<file path="src/sv/kcrb_pkg.sv">
// ----------------------------------------------------------------------------
// kcrb_pkg
// Shared types and constants for the mirrored-border convolution core.
// ----------------------------------------------------------------------------
package kcrb_pkg;

    localparam int PIX_W     = 16;
    localparam int COEF_W    = 16;
    localparam int OUT_W     = 32;
    localparam int COORD_W   = 8;
    localparam int CIDX_W    = 6;
    localparam int FRAC_BITS = 12;
    localparam int ACC_W     = 48;
    localparam int CFG_DW    = 32;
    localparam int CFG_AW    = 4;
    localparam int SIZE_W    = 9;
    localparam int RAD_W     = 2;

    localparam logic [1:0] CMD_WRITE_PIXEL = 2'd0;
    localparam logic [1:0] CMD_WRITE_COEF  = 2'd1;
    localparam logic [1:0] CMD_COMPUTE     = 2'd2;

    localparam logic [1:0] REG_IMAGE_WIDTH   = 2'd0;
    localparam logic [1:0] REG_IMAGE_HEIGHT  = 2'd1;
    localparam logic [1:0] REG_KERNEL_RADIUS = 2'd2;

    typedef enum logic [2:0] {
        S_IDLE,
        S_RUN,
        S_DRAIN,
        S_FLUSH,
        S_FINISH
    } seq_state_t;

    typedef struct packed {
        logic clear;
        logic tap_vld;
    } mac_ctrl_t;

endpackage

</file>
<file path="src/sv/kcrb_mirror.sv">
// ----------------------------------------------------------------------------
// kcrb_mirror
// Reflects one tap coordinate into the image and clamps it into range.
// ----------------------------------------------------------------------------
module kcrb_mirror import kcrb_pkg::*; #(
    parameter int KW = 3,
    parameter int SW = 9,
    parameter int DW = 8
) (
    input  logic [COORD_W-1:0]   center,
    input  logic signed [KW-1:0] offset,
    input  logic [SW-1:0]        size,
    output logic [DW-1:0]        idx
);

    localparam int MW = SW + 2;
    localparam logic signed [MW-1:0] ZERO = MW'(0);
    localparam logic signed [MW-1:0] ONE  = MW'(1);

    logic signed [MW-1:0] pos;
    logic signed [MW-1:0] s;
    logic signed [MW-1:0] a;
    logic signed [MW-1:0] b;
    logic signed [MW-1:0] c;

    always_comb
    begin
        pos = $signed(MW'(center)) + MW'(offset);
        s   = $signed(MW'(size));
        a   = (pos < ZERO) ? -pos : pos;
        b   = (a >= s) ? (s + s - ONE - a) : a;
        if (b < ZERO)
        begin
            c = ZERO;
        end
        else if (b > s - ONE)
        begin
            c = s - ONE;
        end
        else
        begin
            c = b;
        end
        idx = c[DW-1:0];
    end

endmodule

</file>
<file path="config.mk">
export PLATFORM = sky130hd
export DESIGN_NAME = kcrb_mirror
export DESIGN_NICKNAME = d
export VERILOG_FILES = /design/src/sv/kcrb_pkg.sv /design/src/sv/kcrb_mirror.sv
export SDC_FILE = /design/constraint.sdc
export NUM_CORES = 1
export LEC_CHECK = 0
export BUFFER_PORTS_ARGS = -buffer_cell sky130_fd_sc_hd__buf_2
export CAP_MARGIN = 20
export CORE_MARGIN = 3
export CORE_UTILIZATION = 55
export DETAILED_ROUTE_END_ITERATION = 8
export PLACE_DENSITY = 0.77
export RECOVER_POWER = 50
export SLEW_MARGIN = 20
export SYNTH_ARGS = -nofsm -noshare
export SYNTH_HDL_FRONTEND = slang
export SYNTH_SLANG_ARGS = --single-unit
</file>
<file path="constraint.sdc">
create_clock -name vclk -period 15.03
set_input_delay 1.503 -clock vclk [all_inputs]
set_output_delay 1.503 -clock vclk [all_outputs]
set_load 0.02 [all_outputs]
</file>
# Word-level counts from Yosys, hierarchy flattened

Index checks and enable logic that the tools add are counted.

Input bits: 20
Register bits: 0
Logic and storage cells: 14
Output and inout port bits: 8

Add/subtract/negate cells: 6
Mux-type cells: 4
$lt $le $gt $ge: 4

Operators by type and width:

| operator                                             | count |
|---|---|
| 2-to-1 mux 11 bit                                    | 2 |
| 2-to-1 mux 8 bit                                     | 2 |
| greater-or-equal comparator 11 x 10 -> 1 bit         | 1 |
| > comparator 11 x 10 -> 1 bit                        | 1 |
| < comparator 11 x 1 -> 1 bit (second input constant) | 1 |
| negator 10 -> 11 bit                                 | 1 |
| subtractor 10 x 1 -> 11 bit (second input constant)  | 1 |
| subtractor 11 bit                                    | 1 |
| adder 9 x 3 -> 10 bit                                | 1 |
| adder 9 x 9 -> 10 bit                                | 1 |
| < comparator 10 x 1 -> 1 bit (second input constant) | 1 |
| subtractor 9 x 1 -> 10 bit (second input constant)   | 1 |

# Longest topological paths before layout

Word-level depth: 8
Gate-level depth with buffers: 29
Depth with buffers taken out: 26

# Worst setup path before layout

No wires, ideal clock.

Path kind: input to output
Start: in offset[0]
End: out idx[0]
Stages on the path: 26
Arrival time: 6.899 ns
Buffers on the path: 3
Slack: 6.628 ns
Required time: 13.527 ns
Cell sequence: ha_1 fa_1 a21o_1 a21oi_1 xnor2_1 o32ai_1 xor2_1 inv_1 ha_1 nand2_1 o21ai_0 a21oi_1 o21ai_1 a41o_1 buf_6 buf_2 a21oi_1 ha_1 nor2b_1 o21ai_1 nand2b_1 a2111oi_0 o31ai_1 o2bb2ai_4 buf_2 a222oi_1

Longest elaborated chain between the ends: 8
Elaborated cells on any way between the ends: 11
Those cells by class: add/sub (3); order compare (4); mux (4)

RTL lines:

| what                                                                                     | RTL line          | text |
|---|---|---|
| start, declared                                                                          | kcrb_mirror.sv:11 | `input logic signed [KW-1:0] offset,` |
| adder 9 x 3 -> 10 bit *                                                                  | kcrb_mirror.sv:28 | `pos = $signed(MW'(center)) + MW'(offset);` |
| negator 10 -> 11 bit / < comparator 10 x 1 -> 1 bit (equally long branches)              | kcrb_mirror.sv:30 | `a = (pos < ZERO) ? -pos : pos;` |
| 2-to-1 mux 11 bit *                                                                      | kcrb_mirror.sv:30 |  |
| subtractor 11 bit / greater-or-equal comparator 11 x 10 -> 1 bit (equally long branches) | kcrb_mirror.sv:31 | `b = (a >= s) ? (s + s - ONE - a) : a;` |
| 2-to-1 mux 11 bit *                                                                      | kcrb_mirror.sv:31 |  |
| > comparator 11 x 10 -> 1 bit                                                            | kcrb_mirror.sv:36 | `else if (b > s - ONE)` |
| 2-to-1 mux 8 bit                                                                         | kcrb_mirror.sv:36 |  |
| 2-to-1 mux 8 bit *                                                                       | kcrb_mirror.sv:32 | `if (b < ZERO)` |
| end, declared                                                                            | kcrb_mirror.sv:13 | `output logic [DW-1:0] idx` |

Mark *: on every way between the ends. The rest lies on a longest branch, timed or not.

# Worst setup path after layout

Start: in offset[2]
End: out idx[2]

The elaborated chain is that of the path after synthesis.

==> impl_metrics.yaml <==
critical_path:
  crit_path_start_kind: "input port"
  crit_required_ns: 13.53
  cp.arrival_ns: 8.07
  crit_path_max_fanout: 19
  worstSetupPathType: "in2out"
  critPathCaptureType: "primary output"
yosys:
  synth_nets: 315
  ys_types: 59
  synth.most_common_cell: "ha_1"
  synth_top_family_by_area: "compound AO/OA/AOI/OAI gates"
  netlist.area_leader.share_pct: 26.1
  synth-compound-area-share_pct: 31.6
  synthAdderAreaFrac_pct: 28.2
  yosysSeqAreaShare_pct: 0
  ys_top_cells_by_area: "ha_1 (26%), xnor2_1 (8.7%), inv_1 (5.3%), a21oi_1 (4.2%), xor2_1 (3.7%)"
  synth-simple-area-share_pct: 18.5
  avgSynthCellArea_um2: 7.57
  synthMuxAreaShare_pct: 1.63
  synthTopCellsByCount: "ha_1 (40), inv_1 (27), xnor2_1 (19)"
  yosys.area.top_type: "ha_1"
  synth_xor_area_share_pct: 12.3
  yosys_warnings: 0
  synthCells: 253
  synth_area_um2: 1920
sta:
  fin_crit_ns: 9.58
  min_period_over_period_pct: 63.7
  hold_ws_ns: 3.45
  slew_headroom_pct: 50.4
  hold_viol: 0
  rsz0062_at_grt: "false"
  maxSlewViolCount: 0
  max_freq_mhz: 104
  fin_setup_tns_ns: 0
  worstMarginPinSlew_ns: 0.736
  setup_viol: 0
cells_and_area:
  fillCellCount: 315
  fin_cells: 318
  multi_input_area_um2: 1770
  layout-drive-gt1-share_pct: 13.5
  layout.clock_buffers: 0
  area_delta_synth_final_pct: 7.64
  antenna_cells: 0
  nNetsFinal: 338
  seq_area_um2: 0
  seq_cells: 0
power:
  pwr-share-clk_pct: 0
  seqPwrFrac_pct: 0
  power.switching_uw: 177
  switching_share_pct: 59.2
  combPwrFrac_pct: 100.0
  p_int_uw: 122
  ir_worst_vdd_uv: 74.3
  power_density_nw_per_um2: 145
  p_leak_uw: 0.000997
floorplan:
  initial_utilization_pct: 60.3
  io_pins: 28
  die-area_um2: 4230
  core_um2: 3180
  die_y_um: 65.0
  num_rows: 20
  die_width_um: 65.0
drt:
  drt_first_iter_violations: 122
  via_count: 1849
  via_per_inst: 5.81
  drt.antenna.violating_nets: 0
  routed_wl_um: 4440
  wl_per_cell_um: 14.0
  first_pass_iters: 4
  drc: 0
global_routing:
  grt_remaining_overflow: 0
  grt_start_max_net_pins: 20
  grt_pass1_wl_um: 7720
  track_usage_pct: 22.1
  antenna_found_initial: 0
  grt_pass1_vias: 1672
cts:
  hold_buffers: 0
  cts_resized: 0
  cts_setup_buffers: 0
place:
  placed_cells: 318
  dp_hpwl_um: 3820
  portBuffers: 28
  place.gp.congestion: 0.842
min_path:
  worstHoldPathType: "in2out"
run_status:
  status: "finished clean"
job:
  drv_cap: 0
==> final cells by class <==
cell class                 instances  share of cell area, %
multi-input combinational        219                   85.6
inverter                          27                   4.92
tap                               44                   2.67
timing repair buffer              28                   6.80
==> layout by cell type (no fill, tap or decap), types with 4 or more instances in the layout <==
| master | instances |
|---|---|
| ha_1 | 40 |
| buf_2 | 28 |
| inv_1 | 27 |
| xnor2_1 | 19 |
| nor2_1 | 18 |
| a21oi_1 | 16 |
| nand2_1 | 15 |
| o21ai_0 | 12 |
| a21o_1 | 9 |
| xor2_1 | 8 |
| o21ai_1 | 5 |
| a211oi_1 | 5 |
| nor3_1 | 5 |
| nand4_1 | 5 |
| a222oi_1 | 4 |
==> worst max-delay path, cell delays in order <==
cell,delay [ns]
buf_2,0.17
ha_1,0.38
a211oi_1,0.35
o211ai_1,0.16
a21boi_0,0.36
or2_0,0.39
nand2_1,0.11
xor2_1,0.33
inv_1,0.08
ha_1,0.30
a21oi_1,0.07
o21ai_0,0.15
a21oi_1,0.07
o21ai_0,0.61
a41o_1,0.63
a21oi_1,0.15
ha_1,0.33
nor2b_1,0.14
o21ai_1,0.12
nand2b_1,0.06
a2111oi_0,0.50
o31ai_1,0.20
o2bb2ai_4,0.26
nor2_1,0.27
a222oi_1,0.16
buf_2,0.20
==> stage by stage <==
step	total power [uW]	worst slack (ns)	area [um^2]	utilization (%)
floorplan	239	6.63	1920	-
global placement	295	6.12	2060	65.0
detailed placement	298	5.95	2060	65.0
CTS	299	5.93	2060	65.0
global route	335	4.72	2060	64.9
finish	299	5.45	2060	64.9
==> per-layer routing <==
| metal | routed length, um | up-vias | track usage [%] |
|---|---|---|---|
| met3 | 139 | 0 | 0.347 |
| met2 | 1900 | 36 | 36.5 |
| met5 | 0 | - | 0 |
| met1 | 2400 | 827 | 33.6 |
| li1 | - | 986 | - |
| met4 | 0 | 0 | 0.518 |
==> cells by family after synthesis <==
kind of cell    count (synthesis)
buf+inv                        34
xor+xnor                       27
mux                             3
fa+ha+maj                      42
compound gates                 81
simple gates                   66
==> worst paths after layout <==
kind              startpoint  cells after the start      to  slack (ns)
setup / recovery   offset[2]                     26  idx[2]        5.45
hold / removal       size[0]                      3  idx[0]        3.45
==> power by group through the flow <==
stage,sequential [uW],clock (uW),combinational (uW)
2_1_floorplan,0,0,239
3_3_place_gp,0,0,295
3_5_place_dp,0,0,298
4_1_cts,0,0,299
5_1_grt,0,0,335
6_report,0,0,299
Power figures use the tool's default switching activity.
