$ cat src/sv/kcrb_pkg.sv
// ----------------------------------------------------------------------------
// kcrb_pkg
// Shared types and constants for the mirrored-border convolution core.
// ----------------------------------------------------------------------------
package kcrb_pkg;

    localparam int PIX_W     = 16;
    localparam int COEF_W    = 16;
    localparam int OUT_W     = 32;
    localparam int COORD_W   = 8;
    localparam int CIDX_W    = 6;
    localparam int FRAC_BITS = 12;
    localparam int ACC_W     = 48;
    localparam int CFG_DW    = 32;
    localparam int CFG_AW    = 4;
    localparam int SIZE_W    = 9;
    localparam int RAD_W     = 2;

    localparam logic [1:0] CMD_WRITE_PIXEL = 2'd0;
    localparam logic [1:0] CMD_WRITE_COEF  = 2'd1;
    localparam logic [1:0] CMD_COMPUTE     = 2'd2;

    localparam logic [1:0] REG_IMAGE_WIDTH   = 2'd0;
    localparam logic [1:0] REG_IMAGE_HEIGHT  = 2'd1;
    localparam logic [1:0] REG_KERNEL_RADIUS = 2'd2;

    typedef enum logic [2:0] {
        S_IDLE,
        S_RUN,
        S_DRAIN,
        S_FLUSH,
        S_FINISH
    } seq_state_t;

    typedef struct packed {
        logic clear;
        logic tap_vld;
    } mac_ctrl_t;

endpackage

$ cat src/sv/kcrb_mac.sv
// ----------------------------------------------------------------------------
// kcrb_mac
// Shared multiply-accumulate unit with floor shift and 32-bit saturation.
// ----------------------------------------------------------------------------
module kcrb_mac import kcrb_pkg::*; (
    input  logic                     clk,
    input  logic                     rst_n,
    input  mac_ctrl_t                ctrl,
    input  logic signed [PIX_W-1:0]  pixel,
    input  logic signed [COEF_W-1:0] coef,
    output logic signed [OUT_W-1:0]  result
);

    localparam int SH_W = ACC_W - FRAC_BITS;

    logic                            rd_vld_reg;
    logic                            prod_vld_reg;
    logic signed [PIX_W+COEF_W-1:0]  prod_reg;
    logic signed [ACC_W-1:0]         acc_reg;
    logic signed [ACC_W-1:0]         acc_next;
    logic signed [SH_W-1:0]          shifted;
    logic [SH_W-OUT_W:0]             hi_bits;

    always_ff @(posedge clk or negedge rst_n)
    begin
        if (!rst_n)
        begin
            rd_vld_reg   <= 1'b0;
            prod_vld_reg <= 1'b0;
        end
        else
        begin
            rd_vld_reg   <= ctrl.tap_vld;
            prod_vld_reg <= rd_vld_reg;
        end
    end

    always_ff @(posedge clk)
    begin
        prod_reg <= pixel * coef;
        acc_reg  <= acc_next;
    end

    always_comb
    begin
        acc_next = acc_reg;
        if (ctrl.clear)
        begin
            acc_next = '0;
        end
        else if (prod_vld_reg)
        begin
            acc_next = acc_reg + ACC_W'(prod_reg);
        end
    end

    // arithmetic shift by dropping fraction bits rounds toward minus infinity
    always_comb
    begin
        shifted = acc_reg[ACC_W-1:FRAC_BITS];
        hi_bits = shifted[SH_W-1:OUT_W-1];
        if ((&hi_bits) || !(|hi_bits))
        begin
            result = shifted[OUT_W-1:0];
        end
        else if (shifted[SH_W-1])
        begin
            result = {1'b1, {(OUT_W-1){1'b0}}};
        end
        else
        begin
            result = {1'b0, {(OUT_W-1){1'b1}}};
        end
    end

endmodule

$ cat config.mk
export PLATFORM = sky130hd
export DESIGN_NAME = kcrb_mac
export DESIGN_NICKNAME = d
export VERILOG_FILES = /design/src/sv/kcrb_pkg.sv /design/src/sv/kcrb_mac.sv
export SDC_FILE = /design/constraint.sdc
export NUM_CORES = 1
export LEC_CHECK = 0
export BUFFER_PORTS_ARGS = -buffer_cell sky130_fd_sc_hd__buf_2
export CAP_MARGIN = 0
export CORE_UTILIZATION = 55
export CTS_BUF_LIST = sky130_fd_sc_hd__clkbuf_8
export CTS_CLUSTER_DIAMETER = 120
export CTS_CLUSTER_SIZE = 28
export DETAILED_ROUTE_END_ITERATION = 6
export GPL_TIMING_DRIVEN = 0
export PLACE_DENSITY = 0.79
export SLEW_MARGIN = 40
export SYNTH_ARGS = -nofsm -noshare
export SYNTH_HDL_FRONTEND = slang
export SYNTH_SLANG_ARGS = --single-unit
$ cat constraint.sdc
create_clock -name clk -period 3.4 [get_ports clk]
set_input_delay 0.51 -clock clk [delete_from_list [all_inputs] [get_ports clk]]
set_output_delay 0.51 -clock clk [all_outputs]
set_load 0.02 [all_outputs]
# After elaboration in Yosys (flattened, before gate mapping)
# Cells that the tools add are included.
# word_totals
register_bits	82
latch_bits	0
ram_bits	0
mem_bits_ro	0
input_bits	36
elab_cells	12
n_memories	0
# classes
add_sub_neg	1
n_mul	1
div_mod_pow	0
order_cmp	0
n_eq_ne	0
shift	0
mux	2
bitwise_logic	0
n_reduce_logical	4
# op_table
op	count
$mux W32	2
$add A48 B32 Y48	1
$mul A16 B16 Y32	1
$reduce_and A5 Y1	1
$reduce_or A5 Y1	1
$logic_not A1 Y1	1
$logic_or A1 B1 Y1	1

# Longest topological paths before layout
# logic_depth
depth_word	4
depth_mapped	27
mapped_depth_nobuf	26

# Worst setup path before layout
# OpenSTA, ideal clock, no wires.
# synth_path
kind	input-to-reg
start	input port pixel[15]
end	register prod_reg[29]
setup_time_ps	118
t_arrival_ps	6079
setup_slack_ps	-2797
path_stages	21
path_buffers	1
path_cell_list	clkbuf_1 -> nand2_1 -> fa_1 -> inv_1 -> fa_1 -> inv_1 -> fa_1 -> fa_1 -> fa_1 -> fa_1 -> inv_1 -> ha_1 -> nand4_1 -> nor2_1 -> a211oi_1 -> a21oi_1 -> o21ai_0 -> a21boi_0 -> or2_2 -> a21o_1 -> xor2_1
# synth_via
elab_chain_cells	1
# synth_lines
element	line	source
start, declared	kcrb_mac.sv:9	input logic signed [PIX_W-1:0] pixel,
$mul A16 B16 Y32	kcrb_mac.sv:40	prod_reg <= pixel * coef;
end signal, assigned	kcrb_mac.sv:40	
end, declared	kcrb_mac.sv:18	logic signed [PIX_W+COEF_W-1:0] prod_reg;
# Every way passes these cells.
# A chain may end at the register's enable or synchronous reset.

# Final worst setup path
# layout_path
start	input port pixel[13]
end	register prod_reg[26]
# The elaborated chain is that of the path after synthesis.

==> key figures <==
Timing
  • Setup Viol. Count Final: 26
  • Period utilisation layout: 176.6%
  • Highest clock rate: 166.5 MHz
  • RSZ-0062 raised after global routing: yes
  • Worst-margin pin slew: 819.9 ps
  • Setup TNS: -46,470 ps
  • Worst rel slew slack: 43.92%
  • Setup Skew: 24.93 ps
  • Crit path time final: 6005 ps
  • Hold Fails Final Rpt: 0
  • Slew Limit Fails: 0
  • Final setup margin: -2605 ps

GRT
  • Largest net degree at the start of global routing: 21
  • Vias in the first global route: 13,000
  • Met3 Use GR: 4.135%
  • M1 GR Usage: 36.87%
  • M2 GR Usage: 50.47%
  • Grt peak-use layer: met2
  • First-pass GRT wire length: 64.45 mm
  • Overflow after GRT: 0
  • Initial antenna violation count: 0
  • GRT Util Overall: 29.13%

Routing
  • Final Routed Wirelength: 40.83 mm
  • Drt first-iter violations: 923
  • Routed len/inst: 18.40 µm
  • DRC: 0
  • Via-to-Cell Ratio: 5.585
  • Post-DRT Antenna Nets: 0
  • Via count: 12,390
  • Drt pass-1 iters: 5

Clock network
  • CTS Buf Count: 9
  • Clk slew on worst S/H paths: 90 ps
  • CTS tree: done
  • Clock Tree Buf Depth: 2
  • Clk Latency, worst-skew pair: 370 ps
  • Clk sinks: 82
  • Root Buffer: clkbuf_8
  • H-tree depth: 3

Logic synthesis
  • Post-synth EDFFs: 0
  • Sequential share of the synthesized area: 11.06%
  • Ys flop type: dfxtp_1
  • Mapped Cells: 1,701
  • Yosys cell types: 56
  • Syn Nets: 2,129
  • Syn avg cell area: 8.775 µm²
  • Synthesis warning total: 0
  • Register bit total from synthesis: 82
  • Async SR Flop Fraction: 2.439%
  • Post-Syn Area: 14,930 µm²

Placed design
  • GPL Wtd Cong: 0.9478
  • DP Wirelength: 30.56 mm
  • Port Buf Inserts: 66
  • DP Area: 16,280 µm²

Setup path
  • Most frequent cell on the critical path: fa_1
  • CP Class: input port to register
  • Crit-path slowest cell: fa_1
  • CP required: 3660 ps
  • CP Launch Point: pixel[13]
  • Crit-path max FO: 7
  • Critical path launch point type: input port
  • Crit. End Element: register
  • Worst r2r src: prod_reg[4]
  • Crit path DAT: 6260 ps
  • Max incr delay on CP: 570 ps

Die
  • # IOs: 68
  • Initial Utilization: 56.64%
  • Die X: 166.7 µm
  • Row cnt: 59
  • Die height: 166.7 µm
  • Die area: 27,800 µm²
  • Core area: 26,350 µm²

Layout
  • ANT cells: 0
  • Share of post-route cells with drive strength above 1: 21.23%
  • Layout Nets: 2,307
  • Fill cell count: 1,896
  • Area grow syn2layout: 22.47%
  • Largest register FFs: 48
  • Final Cell Area: 18,280 µm²

Worst hold path
  • Hold_sp: ctrl[0]
  • Hold Crit Class: input port to register

Outcome
  • Status: finished with violations
  • Failing checks: negative setup slack

Job
  • # Max-Cap Violations: 0
-- worst paths after layout --
path	endpoint	slack, ps	cells after the start
max	prod_reg[26]	-2610	25
min	rd_vld_reg	250	1
max reg2reg	acc_reg[47]	20	12
min reg2reg	prod_vld_reg	370	0
max in group asynchronous	rd_vld_reg	2860	2
min in group asynchronous	prod_vld_reg	450	2
-- area by class of cell --
class | count | area, µm² | area share (%)
multi-input cells | 1228 | 12640 | 69.14
flip-flops and latches | 82 | 1657 | 9.062
repair buffers | 170 | 1448 | 7.919
inverters | 330 | 1244 | 6.803
plain buffers | 58 | 705.7 | 3.860
well taps | 335 | 419.2 | 2.293
clock buffers | 9 | 123.9 | 0.6776
clock inverters | 7 | 45.04 | 0.2464
-- worst max-delay path: cells and delay by family --
kind	cells	cell delay (ps)
xor gates and xnor gates	1	120
buffers and inverters	8	820
and+or+nand+nor	5	670
AOI/OAI and AO/OA	4	690
adders and majority gates	7	3430
-- metrics by stage --
step	hold WS (ps)	util (%)	setup WS, ps	cells
after floorplan	214.4	-	-2461	1701
after global routing	240.5	69.37	-2790	2219
after detailed placement	295.8	61.77	-3189	2102
final	250.4	69.37	-2605	2219
after global placement	293.4	61.77	-3078	2102
after CTS	246.5	67.38	-2480	2197
-- per-layer routing --
| metal | vias up | wire length (µm) |
|---|---|---|
| met2 | 506 | 19910 |
| met3 | 129 | 2694 |
| met1 | 6087 | 16440 |
| met4 | 0 | 1784 |
| met5 | - | 0 |
| li1 | 5672 | - |
-- Yosys cell counts, types with 2 or more instances --
cell type	count	area, µm²
fa_1	263	5265
and2_1	126	788.3
nand3_1	13	65.06
nor2b_1	13	81.33
xor2_1	20	175.2
a21boi_0	3	22.52
a31oi_1	7	43.79
a211oi_1	13	97.59
o21a_1	7	52.55
a311oi_2	2	30.03
o22ai_1	5	31.28
mux2i_1	20	200.2
o21bai_1	15	112.6
a41oi_1	3	26.28
a221o_1	3	30.03
nand2_1	164	615.6
dfrtp_1	2	50.05
o211ai_1	4	30.03
nor2_1	106	397.9
a2111oi_0	2	17.52
a311oi_1	2	17.52
o31ai_1	3	22.52
buf_1	4	15.01
dfxtp_1	80	1602
xnor2_1	56	490.5
a21o_1	68	510.5
nand2b_1	14	87.58
nor3_1	8	40.04
ha_1	129	1614
nand4_1	10	62.56
and3_1	4	25.02
a21oi_1	80	400.4
or4_1	3	22.52
o21ai_1	2	10.01
o21ai_0	38	190.2
nor3b_1	2	15.01
buf_2	2	10.01
a221oi_1	2	17.52
and2b_1	2	15.01
clkbuf_1	55	206.5
inv_1	330	1239
a211o_1	2	17.52
-- kinds of logic (layout without fill, tap and decap cells) --
| logic type | Yosys count | count (layout) | synth area share [%] |
|---|---|---|---|
| compound gates | 270 | 270 | 12.05 |
| xor+xnor | 76 | 76 | 4.459 |
| fa+ha+maj | 392 | 392 | 46.09 |
| buf+inv | 391 | 574 | 9.849 |
| flops | 82 | 82 | 11.06 |
| mux | 21 | 21 | 1.442 |
| simple gates | 469 | 469 | 15.05 |
-- cells in the final DEF (no fill, tap or decap), types with 6 or more instances in the layout --
cell       instances
a211oi_1          11
a21o_1            68
a21oi_1           68
a21oi_2           11
and2_1           106
and2_4            20
buf_12            10
buf_2             41
buf_4             84
buf_6             26
buf_8             10
clkbuf_1          21
clkbuf_16         15
clkbuf_8          21
dfxtp_1           76
fa_1             247
fa_2              16
ha_1             102
ha_4              22
inv_1            295
inv_2             35
mux2i_1           20
nand2_1          150
nand2_2           10
nand2b_1          13
nand3_1           12
nand4_1           10
nor2_1            96
nor2_2             7
nor2b_1           11
nor3_1             8
o21a_1             6
o21ai_0           24
o21ai_2            8
o21bai_1          14
xnor2_1           54
xor2_1            20
-- timing repair --
action | 4_1_cts | 5_1_grt
gates cloned | 4 | 0
endpoints found under the setup margin | 32 | 33
setup buffers | 76 | 32
resized for setup | 161 | 101
pin swaps | 86 | 94
endpoints found under the hold margin | 2 | 0
hold buffers | 1 | 0
Power is left out: the tool's default activity adds up to more than one toggle a clock period on the data nets, which glitch-free logic cannot reach.
