## config.mk

```make
export PLATFORM = sky130hd
export DESIGN_NAME = kcrb_ram
export DESIGN_NICKNAME = d
export VERILOG_FILES = /design/src/sv/kcrb_ram.sv
export SDC_FILE = /design/constraint.sdc
export NUM_CORES = 1
export LEC_CHECK = 0
export BUFFER_PORTS_ARGS = -buffer_cell sky130_fd_sc_hd__buf_2
export CELL_PAD_IN_SITES_DETAIL_PLACEMENT = 1
export CELL_PAD_IN_SITES_GLOBAL_PLACEMENT = 2
export CORE_MARGIN = 2
export CORE_UTILIZATION = 40
export CTS_CLUSTER_DIAMETER = 50
export CTS_CLUSTER_SIZE = 25
export DETAILED_ROUTE_END_ITERATION = 16
export GPL_ROUTABILITY_DRIVEN = 0
export GPL_TIMING_DRIVEN = 1
export PLACE_DENSITY_LB_ADDON = 0.1
export SLEW_MARGIN = 20
export SYNTH_ARGS = -nofsm -noshare
export SYNTH_HDL_FRONTEND = slang
export SYNTH_SLANG_ARGS = --single-unit
```

## constraint.sdc

```tcl
create_clock -name clk -period 2.6 [get_ports clk]
set_input_delay 0.13 -clock clk [delete_from_list [all_inputs] [get_ports clk]]
set_output_delay 0.13 -clock clk [all_outputs]
set_load 0.01 [all_outputs]
```

## src/sv/kcrb_ram.sv

```systemverilog
// ----------------------------------------------------------------------------
// kcrb_ram
// Generic single-write, single-read RAM with registered read data.
// ----------------------------------------------------------------------------
module kcrb_ram #(
    parameter int WIDTH = 16,
    parameter int DEPTH = 64
) (
    input  logic                     clk,
    input  logic                     wr_en,
    input  logic [$clog2(DEPTH)-1:0] wr_addr,
    input  logic [WIDTH-1:0]         wr_data,
    input  logic [$clog2(DEPTH)-1:0] rd_addr,
    output logic [WIDTH-1:0]         rd_data
);

    logic [WIDTH-1:0] mem_reg [DEPTH];
    logic [WIDTH-1:0] rd_data_reg;

    always_ff @(posedge clk)
    begin
        if (wr_en)
        begin
            mem_reg[wr_addr] <= wr_data;
        end
        rd_data_reg <= mem_reg[rd_addr];
    end

    assign rd_data = rd_data_reg;

endmodule

```

# Word level (Yosys, flattened, before mapping)
# Memories as Yosys holds them, arrays and structs flattened. A register that Yosys moved wholly into a read port is not among the register bits.
# Index checks and enable logic that the tools add are counted.
totals:
  ff_bits: 0
  ramBits: 1024
  out_inout_bits: 16
  elab_cells: 3
  mem_count: 1
classes:
  muxes: 2
mem_list:
  columns: ["memory", "words", "width", "rd", "rd_clocked_by_memory_dff", "wr", "line_no", "rtl"]
  rows:
  - ["mem_reg", 64, 16, 1, 1, 1, "17", "logic [WIDTH-1:0] mem_reg [DEPTH];"]
op_table:
  columns: ["operator", "n"]
  rows:
  - ["$mux 1", 2]

# Depth between registers and ports, before layout
# Gate-level depths: netlist of run 1.
depth:
  ltp_word: 2
  mapped_depth: 10
  mapped_depth_nobuf: 5

# Worst setup path before layout of run 1
# Ideal clock, no wire load.
synth_path:
  path_type: "input port to flip-flop"
  startpoint: "in wr_addr[3]"
  endpoint: "mem mem_reg[48][0] (enable)"
  setup_time_ps: 409
  arrival_ps: 1756
  required_ps: 2191
  path_slack_ps: 435
  path_stages: 4
  path_cell_list: "clkbuf_1 nor2b_1 nand4b_1 nor3_1"
synth_lines:
  columns: ["item", "line_no", "rtl"]
  rows:
  - ["start, declared", "11", "input logic [$clog2(DEPTH)-1:0] wr_addr,"]
  - ["end, declared", "17", null]
# No word-level cell before the write port.

==> results of run 1 <==
stage by stage:
| step | hold slack [ps] | TNS [ps] | cell area (um^2) | total power, W | worst slack (ps) |
|---|---|---|---|---|---|
| 3_3_place_gp | 537 | -523 | 43400 | 0.0210 | -322 |
| 5_1_grt | 51.3 | 0 | 47700 | 0.0392 | 145 |
| 6_report | 35.4 | 0 | 47700 | 0.0380 | 246 |
| 2_1_floorplan | 229 | 0 | 40000 | 0.0199 | 435 |
| 3_5_place_dp | 545 | -575 | 43400 | 0.0210 | -351 |
| 4_1_cts | 6.23 | 0 | 47700 | 0.0385 | 53.5 |
what timing repair did:
| action | 4_1_cts | 5_1_grt |
|---|---|---|
| endpoints found under the hold margin | 294 | 0 |
| gates resized for setup | 0 | 1 |
| hold buffers | 13 | 0 |
| endpoints found under the setup margin | 0 | 1 |
power breakdown:
group	switching, W	internal [W]	total, W
clock network	0.00735	0.0101	0.0174
registers	0.0000624	0.0186	0.0186
logic	0.00118	0.000793	0.00197
total	0.00859	0.0294	0.0380
logic make-up after synthesis:
group	count (synthesis)
mux	336
flops	1040
compound gates	129
simple gates	220
buf+inv	104
layer usage:
metal / vias up / track usage / part of all wire
met5: - / 0 / 0.000074
met4: 2 / 0.0602 / 0.023
met3: 125 / 0.0305 / 0.044
met2: 433 / 0.359 / 0.50
met1: 10540 / 0.290 / 0.43
li1: 8332 / - / -
cells in the final DEF, fill, tap and decap left out, types with 13 or more instances in the layout:
master | synthesis | final
mux2_2 | 27 | 27
buf_2 | 36 | 42
buf_4 | 13 | 202
nand3_1 | 24 | 24
mux4_2 | 220 | 220
clkbuf_16 | 0 | 118
nor2_1 | 72 | 70
inv_8 | 0 | 13
a221oi_1 | 16 | 16
edfxtp_1 | 1024 | 1024
bufinv_16 | 0 | 15
inv_6 | 0 | 23
dlygate4sd3_1 | 0 | 13
nor2b_1 | 30 | 30
nand2_1 | 59 | 59
dfxtp_1 | 16 | 16
a22oi_1 | 39 | 39
a21oi_1 | 17 | 17
mux2i_1 | 85 | 85
clkinvlp_4 | 0 | 13
buf_12 | 5 | 32
clkinv_4 | 0 | 18
worst max-delay path by stage:
stage / endpoint / cells after the start / start / slack [ps]
3_5_place_dp: rd_data[3] / 8 / rd_addr[0] / -350
4_1_cts: rd_data[3] / 6 / mem_reg[11][3] / 50
2_1_floorplan: mem_reg[48][0] / 4 / wr_addr[3] / 440
3_3_place_gp: rd_data[3] / 8 / rd_addr[0] / -320
6_report: rd_data[9] / 6 / mem_reg[11][9] / 250
5_1_grt: rd_data[9] / 6 / mem_reg[28][9] / 140
layout make-up:
type                            count  area (um^2)  share of cell area
Timing Repair Buffer              292         2540              0.0533
Tap cell                         1298         1620              0.0341
Clock buffer                      121         2960              0.0622
Multi-Input combinational cell    685         8260               0.173
Sequential cell                  1040        31100               0.652
Antenna cell                        5         12.5            0.000262
Clock inverter                     97         1200              0.0253
==> results by group, run 1 <==
Worst setup path
  – Worst reg2reg path depth: 6
  – CP top delay family: compound AO/OA/AOI/OAI gates
  – Reg2reg end: rd_data[9]
  – Kind of critical path: flop to flop
  – Worst Path Required: approximately 3200 ps
  – Worst R2R Start: mem_reg[11][9]
  – CP max stage delay: between 600 and 700 ps
  – CP endpoint kind: flop
  – Worst-path fanout max: 1
  – CP arrival: 2910 ps
  – Worst path slowest cell: a31oi_1
  – Worst path bufs/invs: 1
  – Worst R2R Setup Slack: between 200 and 250 ps
  – CP Cell Sequence: mux4_2 > nor2b_1 > a211o_1 > a31oi_1 > buf_4 > a311oi_1
  – Worst Setup Start Kind: flop

Floorplanning
  – Die Span X: about 320 um
  – Die area: 103000 um^2
  – Core area: ~100000 um^2
  – Core Rows: roughly 120
  – Io pins: 46
  – Die height: ~320 um
  – Starting Density: 0.402

Synth
  – Synth Area in Compound Gates: 0.0241
  – Adder-cell area share of the yosys netlist: 0
  – Post-synthesis average cell area: ~22 um^2
  – Count of different cell masters after synthesis: 43
  – Largest family of logic cells by synthesized area: multiplexers
  – Top cells by count, synth: edfxtp_1, mux4_2, mux2i_1, nor2_1, nand2_1
  – EDFF count, synth: 1024
  – Mux contribution to synthesized area: 0.155
  – Syn Nets: approximately 1900
  – Leading area contributor after synthesis: edfxtp_1
  – Yosys top cell area share: 0.768
  – Mapped Area: about 40000 um^2
  – Post-Synth XOR/XNOR Area: 0
  – Top post-synthesis cells by area: edfxtp_1, mux4_2, mux2i_1
  – Main flop type after synthesis: edfxtp_1
  – Warnings from Yosys: 0
  – Post-Synthesis Cells: 1829
  – Post-Synth Simple-Gate Area: 0.0265
  – Post-synth ARST share: 0
  – Most common cell in the netlist: edfxtp_1
  – Yosys reg bits: between 1000 and 1500
  – Post-synthesis sequential area ratio: 0.776

Global route
  – Largest net degree at the start of global routing: ~70
  – Antenna violations before repair: 16
  – Total gr overflow: 0
  – First-pass GRT wire length: 154 mm
  – Vias in the first global route: 20934
  – Tot GR Track Use: 0.213

Layout
  – Area growth syn-to-layout: 19.1%
  – Number of fill cells: just under 9000
  – Fin util: 0.478
  – Layout cells sized above 1: 0.336
  – Non-Filler Instances: 3538
  – Nets: approximately 2200
  – Max FFs per register: a little over 1000

Timing
  – FMAX: 425 MHz
  – Slew headroom: 0.333
  – Final worst-path cycle share: 0.905
  – RSZ-0062 raised after global routing: false
  – Worst clock skew: 24.0 ps
  – Final Setup Violations: 0
  – Fin crit period: 2350 ps
  – Worst-Margin Slew: ~1000 ps
  – Pins over their slew limit: 0
  – Fin. Hold Viols: 0

Detailed routing
  – Avg WL per Cell: between 30 and 40 um
  – DR DRC count: 0
  – Post-Route WL: roughly 110 mm
  – Post-route ant nets: 0
  – Vias per Instance: approximately 5.5
  – Iteration-0 DRC Markers: around 1700
  – Via count: 19432
  – Drt pass-1 iters: 7

Placement
  – Placed Cells: between 3000 and 4000
  – Number of port buffers: 45
  – Detailed Place HPWL: 66.9 mm

Worst hold path
  – Hold EP: mem_reg[42][3]
  – Worst hold path type: input port to flop
  – Hold path depth: 1
  – Hold_sp: wr_data[3]

Clocking
  – Post-CTS setup buffers: 0
  – CTS tree: built
  – CTS buffer count: 116
  – Clk Latency, worst-skew pair: 690 ps
  – Number of clock sinks: around 1000
  – CTS root buffer: clkbuf_16
  – Htree depth: 3
  – Clk slew on worst S/H paths: approximately 60 ps
  – Max Buffers Root-to-Sink: 3

Pwr
  – Peak VDD IR: between 0.4 and 0.5 mV
  – Leak pwr: between 15 and 20 nW
  – Power Dens Cells: approximately 800 nW/um^2

Job
  – Max_cap viols: 0

Run status
  – Outcome: finished, final reports clean
Power figures use the tool's default switching activity.
==> run 2: changes to the inputs <==
CELL_PAD_IN_SITES_DETAIL_PLACEMENT = 0   (was 1)
CELL_PAD_IN_SITES_GLOBAL_PLACEMENT = 1   (was 2)
==> results by group, run 2 (same netlist as run 1, synthesis figures left out) <==
Worst setup path
  – Kind of critical path: flop to flop (unchanged)
  – CP endpoint kind: flop (unchanged)
  – CP max stage delay: 600 ps (was 620 ps)
  – Worst Setup Start Kind: flop (unchanged)
  – Worst Path Required: 3170 ps (was 3160 ps)
  – Worst-path fanout max: 1 (unchanged)
  – Worst path bufs/invs: 1 (unchanged)
  – CP Cell Sequence: mux4_2 > nor2b_1 > a211o_1 > a31oi_1 > buf_4 > a311oi_1 (unchanged)
  – Worst path slowest cell: a31oi_1 (unchanged)
  – CP top delay family: compound AO/OA/AOI/OAI gates (unchanged)
  – CP arrival: 2920 ps (was 2910 ps)

Clocking
  – CTS root buffer: clkbuf_16 (unchanged)
  – Clk slew on worst S/H paths: 70 ps (was 60 ps)
  – Clk Latency, worst-skew pair: 700 ps (was 690 ps)
  – Htree depth: 3 (unchanged)
  – CTS tree: built (unchanged)
  – Max Buffers Root-to-Sink: 3 (unchanged)
  – CTS resizes: 0 (unchanged)
  – Number of clock sinks: 1040 (unchanged)
  – CTS buffer count: 115 (was 116)

Layout
  – Layout cells sized above 1: 0.324 (was 0.336)
  – Number of fill cells: 8208 (was 8896)
  – Max FFs per register: 1024 (unchanged)
  – FF+latch area: 31100 um^2 (unchanged)
  – Commonest non-fill, non-tap cell in the layout: edfxtp_1 (unchanged)
  – Nets: 2127 (was 2165)
  – Area growth syn-to-layout: 17.9% (was 19.1%)
  – Non-Filler Instances: 3498 (was 3538)
  – Most frequent cells in the layout: edfxtp_1, mux4_2, buf_4 (unchanged)
  – Multi-input gate area: 8260 um^2 (about the same)

Global route
  – Largest net degree at the start of global routing: 65 (was 69)
  – Total gr overflow: 0 (unchanged)
  – Tot GR Track Use: 0.206 (was 0.213)
  – First-pass GRT wire length: 149 mm (was 154 mm)
  – Antenna violations before repair: 8 (was 16)
  – Vias in the first global route: 20133 (was 20934)

Timing
  – Worst clock skew: 20.5 ps (was 24.0 ps)
  – Pins over their slew limit: 0 (unchanged)
  – FMAX: 424 MHz (was 425 MHz)
  – Final worst-path cycle share: 0.907 (was 0.905)
  – Fin. Hold Viols: 0 (unchanged)
  – Slew headroom: 0.306 (was 0.333)
  – Fin crit period: 2360 ps (was 2350 ps)
  – Fin Hold WS: 31.5 ps (was 35.4 ps)
  – Worst-Margin Slew: 1030 ps (was 1000 ps)
  – RSZ-0062 raised after global routing: false (unchanged)
  – Final Setup Violations: 0 (unchanged)

Worst hold path
  – Worst hold path type: input port to flop (unchanged)

Detailed routing
  – Via count: 19276 (was 19432)
  – DR DRC count: 0 (unchanged)
  – Post-route ant nets: 0 (unchanged)
  – Drt pass-1 iters: 5 (was 7)
  – Iteration-0 DRC Markers: 1631 (was 1701)
  – Post-Route WL: 104 mm (was 108 mm)
  – Vias per Instance: 5.51 (was 5.49)
  – Avg WL per Cell: 29.9 um (was 30.4 um)

Floorplanning
  – Die area: 103000 um^2 (unchanged)
  – Die Span X: 320 um (unchanged)
  – Die height: 320 um (unchanged)
  – Core Rows: 116 (unchanged)
  – Starting Density: 0.402 (unchanged)
  – Core area: 99700 um^2 (unchanged)
  – Io pins: 46 (unchanged)

Pwr
  – Leak pwr: 15.2 nW (was 15.5 nW)
  – Peak VDD IR: 0.531 mV (was 0.485 mV)
  – Power Dens Cells: 793 nW/um^2 (was 798 nW/um^2)

Job
  – Max_cap viols: 0 (unchanged)

Run status
  – Outcome: finished, final reports clean (unchanged)

Placement
  – Detailed Place HPWL: 66.0 mm (was 66.9 mm)
  – Placed Cells: 3271 (was 3302)
  – Number of port buffers: 45 (unchanged)
## run 2: cell count changes in the layout (fill, tap and decap cells not counted), sizes merged
cell	change
clkinvlp	-2
inv	+2
buf	-31
dlygate4sd3	-6
clkbuf	-2
bufinv	-4
clkinv	+6
diode	-3
## run 2: worst register-to-register path, cell delays in order, from the launching register on
cell      delay [ps]
edfxtp_1         360
mux4_2           460
nor2b_1          200
a211o_1          320
a31oi_1          610
buf_4            230
a311oi_1          40
## run 2: path summary, 6_finish.rpt
path | start | to | slack [ps] | cells past startpoint
setup / recovery | mem_reg[11][0] | rd_data[0] | 240 | 6
hold reg to reg | mem_reg[36][13] | rd_data[13] | 870 | 3
setup reg to reg | mem_reg[11][0] | rd_data[0] | 240 | 6
hold / removal | wr_data[14] | mem_reg[1][14] | 30 | 1
## run 2: timing repair
action,4_1_cts,5_1_grt
hold buffers,7,0
setup endpoints to repair,0,0
endpoints found under the hold margin,206,0
setup buffers,0,0
## run 2: layout make-up
cell class,instances,share of cell area
tap,1298,0.0344
antenna,2,0.000106
clock inverter,99,0.0242
sequential,1040,0.658
multi-input combinational,685,0.175
timing repair buffer,255,0.0468
clock buffer,119,0.0613
## run 2: power by group
group	switching (W)	leakage, nW	internal [W]	total, W
sequential	0.0000677	9.35	0.0186	0.0186
clock	0.00734	1.94	0.00954	0.0169
combinational	0.00119	3.96	0.000749	0.00194
total	0.00860	15.2	0.0288	0.0374
## run 2: stage by stage
| stage | utilization | worst slack, ps | total power, W | TNS (ps) | cell area [um^2] |
|---|---|---|---|---|---|
| finish | 0.473 | 242 | 0.0374 | 0 | 47200 |
| global route | 0.473 | 258 | 0.0386 | 0 | 47200 |
| CTS | 0.473 | 286 | 0.0379 | 0 | 47200 |
| detailed placement | 0.432 | -158 | 0.0210 | -342 | 43100 |
| global placement | 0.432 | -175 | 0.0209 | -399 | 43100 |
| floorplan | - | 435 | 0.0199 | 0 | 40000 |
## run 2: layer usage
| layer | track usage | share of wire | vias to the layer above |
|---|---|---|---|
| met3 | 0.0338 | 0.045 | 159 |
| met5 | 0 | 0.000077 | - |
| met1 | 0.279 | 0.43 | 10379 |
| met4 | 0.0628 | 0.030 | 2 |
| met2 | 0.344 | 0.50 | 457 |
| li1 | - | - | 8279 |
==> run 3: changes to the inputs <==
BUFFER_PORTS_ARGS = not set   (was -buffer_cell sky130_fd_sc_hd__buf_2)
DONT_BUFFER_PORTS = 1   (was not set)
==> results by group, run 3 (same netlist as run 1, synthesis figures left out) <==
Timing
  – Worst clock skew: 23.8 ps (was 20.5 ps)
  – Slew headroom: 0.174 (was 0.306)
  – Final worst-path cycle share: 0.977 (was 0.907)
  – FMAX: 394 MHz (was 424 MHz)
  – TNS Setup: 0 ps (unchanged)
  – Fin. Hold Viols: 0 (unchanged)
  – Final Setup Violations: 0 (unchanged)
  – RSZ-0062 raised after global routing: false (unchanged)
  – Pins over their slew limit: 0 (unchanged)
  – Fin crit period: 2540 ps (was 2360 ps)
  – Worst-Margin Slew: 1230 ps (was 1030 ps)

Worst setup path
  – Worst Setup Start Kind: input port (was flop)
  – CP endpoint kind: flop (unchanged)
  – Worst path bufs/invs: 3 (was 1)
  – Kind of critical path: input port to flop (was flop to flop)
  – Critical Path Most Common Cell: dlygate4sd3_1
  – Worst-path fanout max: 201 (was 1)
  – CP Cell Sequence: dlygate4sd3_1 > nor2_1 > buf_4 > nand2_1 > nand3_1 > a21oi_1 > dlygate4sd3_1 > nor4_2 (was mux4_2 > nor2b_1 > a211o_1 > a31oi_1 > buf_4 > a311oi_1)
  – CP max stage delay: 1250 ps (was 600 ps)
  – CP arrival: 3100 ps (was 2920 ps)
  – CP top delay family: buffers and inverters (was compound AO/OA/AOI/OAI gates)
  – Worst path slowest cell: dlygate4sd3_1 (was a31oi_1)
  – Worst R2R Setup Slack: 230 ps (was 240 ps)
  – Worst Path Required: 3160 ps (was 3170 ps)

Detailed routing
  – Drt pass-1 iters: 6 (was 5)
  – Post-route ant nets: 0 (unchanged)
  – Vias per Instance: 5.65 (was 5.51)
  – Avg WL per Cell: 31.1 um (was 29.9 um)
  – Post-Route WL: 106 mm (was 104 mm)
  – DR DRC count: 0 (unchanged)
  – Iteration-0 DRC Markers: 2010 (was 1631)
  – Via count: 19274 (was 19276)

Layout
  – Layout cells sized above 1: 0.284 (was 0.324)
  – Max FFs per register: 1024 (unchanged)
  – Area growth syn-to-layout: 16.6% (was 17.9%)
  – FF+latch area: 31100 um^2 (unchanged)
  – Fin util: 0.468 (was 0.473)
  – Multi-input gate area: 8260 um^2 (about the same)
  – Nets: 2036 (was 2127)
  – Most frequent cells in the layout: edfxtp_1, mux4_2, clkbuf_16 (was edfxtp_1, mux4_2, buf_4)
  – Commonest non-fill, non-tap cell in the layout: edfxtp_1 (unchanged)
  – Number of fill cells: 8276 (was 8208)

Floorplanning
  – Starting Density: 0.402 (unchanged)
  – Core area: 99700 um^2 (unchanged)
  – Io pins: 46 (unchanged)
  – Die height: 320 um (unchanged)
  – Die Span X: 320 um (unchanged)
  – Die area: 103000 um^2 (unchanged)
  – Core Rows: 116 (unchanged)

Job
  – Max_cap viols: 0 (unchanged)

Global route
  – Vias in the first global route: 19570 (was 20133)
  – Largest net degree at the start of global routing: 261 (was 65)
  – Total gr overflow: 0 (unchanged)
  – Antenna violations before repair: 9 (was 8)
  – First-pass GRT wire length: 150 mm (was 149 mm)
  – Tot GR Track Use: 0.207 (was 0.206)

Clocking
  – CTS buffer count: 115 (unchanged)
  – Clk slew on worst S/H paths: 70 ps (about the same)
  – Post-CTS setup buffers: 0 (unchanged)
  – Htree depth: 3 (unchanged)
  – Max Buffers Root-to-Sink: 3 (unchanged)
  – CTS root buffer: clkbuf_16 (unchanged)
  – Number of clock sinks: 1040 (unchanged)
  – CTS tree: built (unchanged)
  – Clk Latency, worst-skew pair: 700 ps (about the same)

Worst hold path
  – Worst hold path type: input port to flop (unchanged)

Placement
  – Number of port buffers: 0 (was 45)
  – Detailed Place HPWL: 58.0 mm (was 66.0 mm)

Pwr
  – Power Dens Cells: 793 nW/um^2 (about the same)
  – Leak pwr: 14.8 nW (was 15.2 nW)
  – Peak VDD IR: 0.500 mV (was 0.531 mV)

Run status
  – Outcome: finished, final reports clean (unchanged)
## run 3: cell count changes in the layout (fill, tap and decap cells not counted), moves of 5 or more
cell	previous run	this run
buf_4	174	109
buf_2	42	0
dlygate4sd3_1	7	34
buf_12	29	5
buf_16	0	16
clkinvlp_4	11	18
clkinv_2	5	11
clkinv_4	15	9
inv_6	29	24
## run 3: worst paths after layout
kind                                     to  depth (start not counted)            start
worst max-delay path             rd_data[8]                          8       rd_addr[2]
worst min-delay path             rd_data[8]                          4       rd_addr[4]
worst max register to register  rd_data[13]                          6   mem_reg[3][13]
worst min register to register  rd_data[12]                          4  mem_reg[16][12]
## run 3: what timing repair did
action | in CTS | in global routing
hold buffers | 50 | 1
endpoints found under the hold margin | 1177 | 1
resized for setup | 0 | 0
## run 3: stage by stage
step,hold slack [ps],cells,instance area (um^2),setup WS [ps],power [W]
2_1_floorplan,229,1829,40000,435,0.0199
3_3_place_gp,234,3136,41900,309,0.0201
3_5_place_dp,235,3136,41900,360,0.0201
4_1_cts,1.29,3406,46700,136,0.0374
5_1_grt,37.8,3407,46700,51.4,0.0382
6_report,52.4,3409,46700,60.3,0.0370
## run 3: area by class of cell
class,count,area share
clock inverter,94,0.0221
tap,1298,0.0348
antenna,2,0.000107
sequential,1040,0.666
clock buffer,126,0.0639
timing repair buffer,164,0.0364
multi-input combinational,685,0.177
## run 3: report_power, final
group	switching (W)	internal, W
clock network	0.00723	0.00964
registers	0.000109	0.0186
logic	0.000841	0.000664
## run 3: worst min-delay path, stage by stage
cell and delay, ps:
nor2b_1 160, a22o_1 220, nor2_1 130, nor4_2 60
## run 3: metal layers
metal | vias to the layer above | share of wire | GRT usage
met1 | 10516 | 0.44 | 0.290
met5 | - | 0.00012 | 0
met2 | 530 | 0.49 | 0.346
met3 | 142 | 0.050 | 0.0315
li1 | 8084 | - | -
met4 | 2 | 0.018 | 0.0435
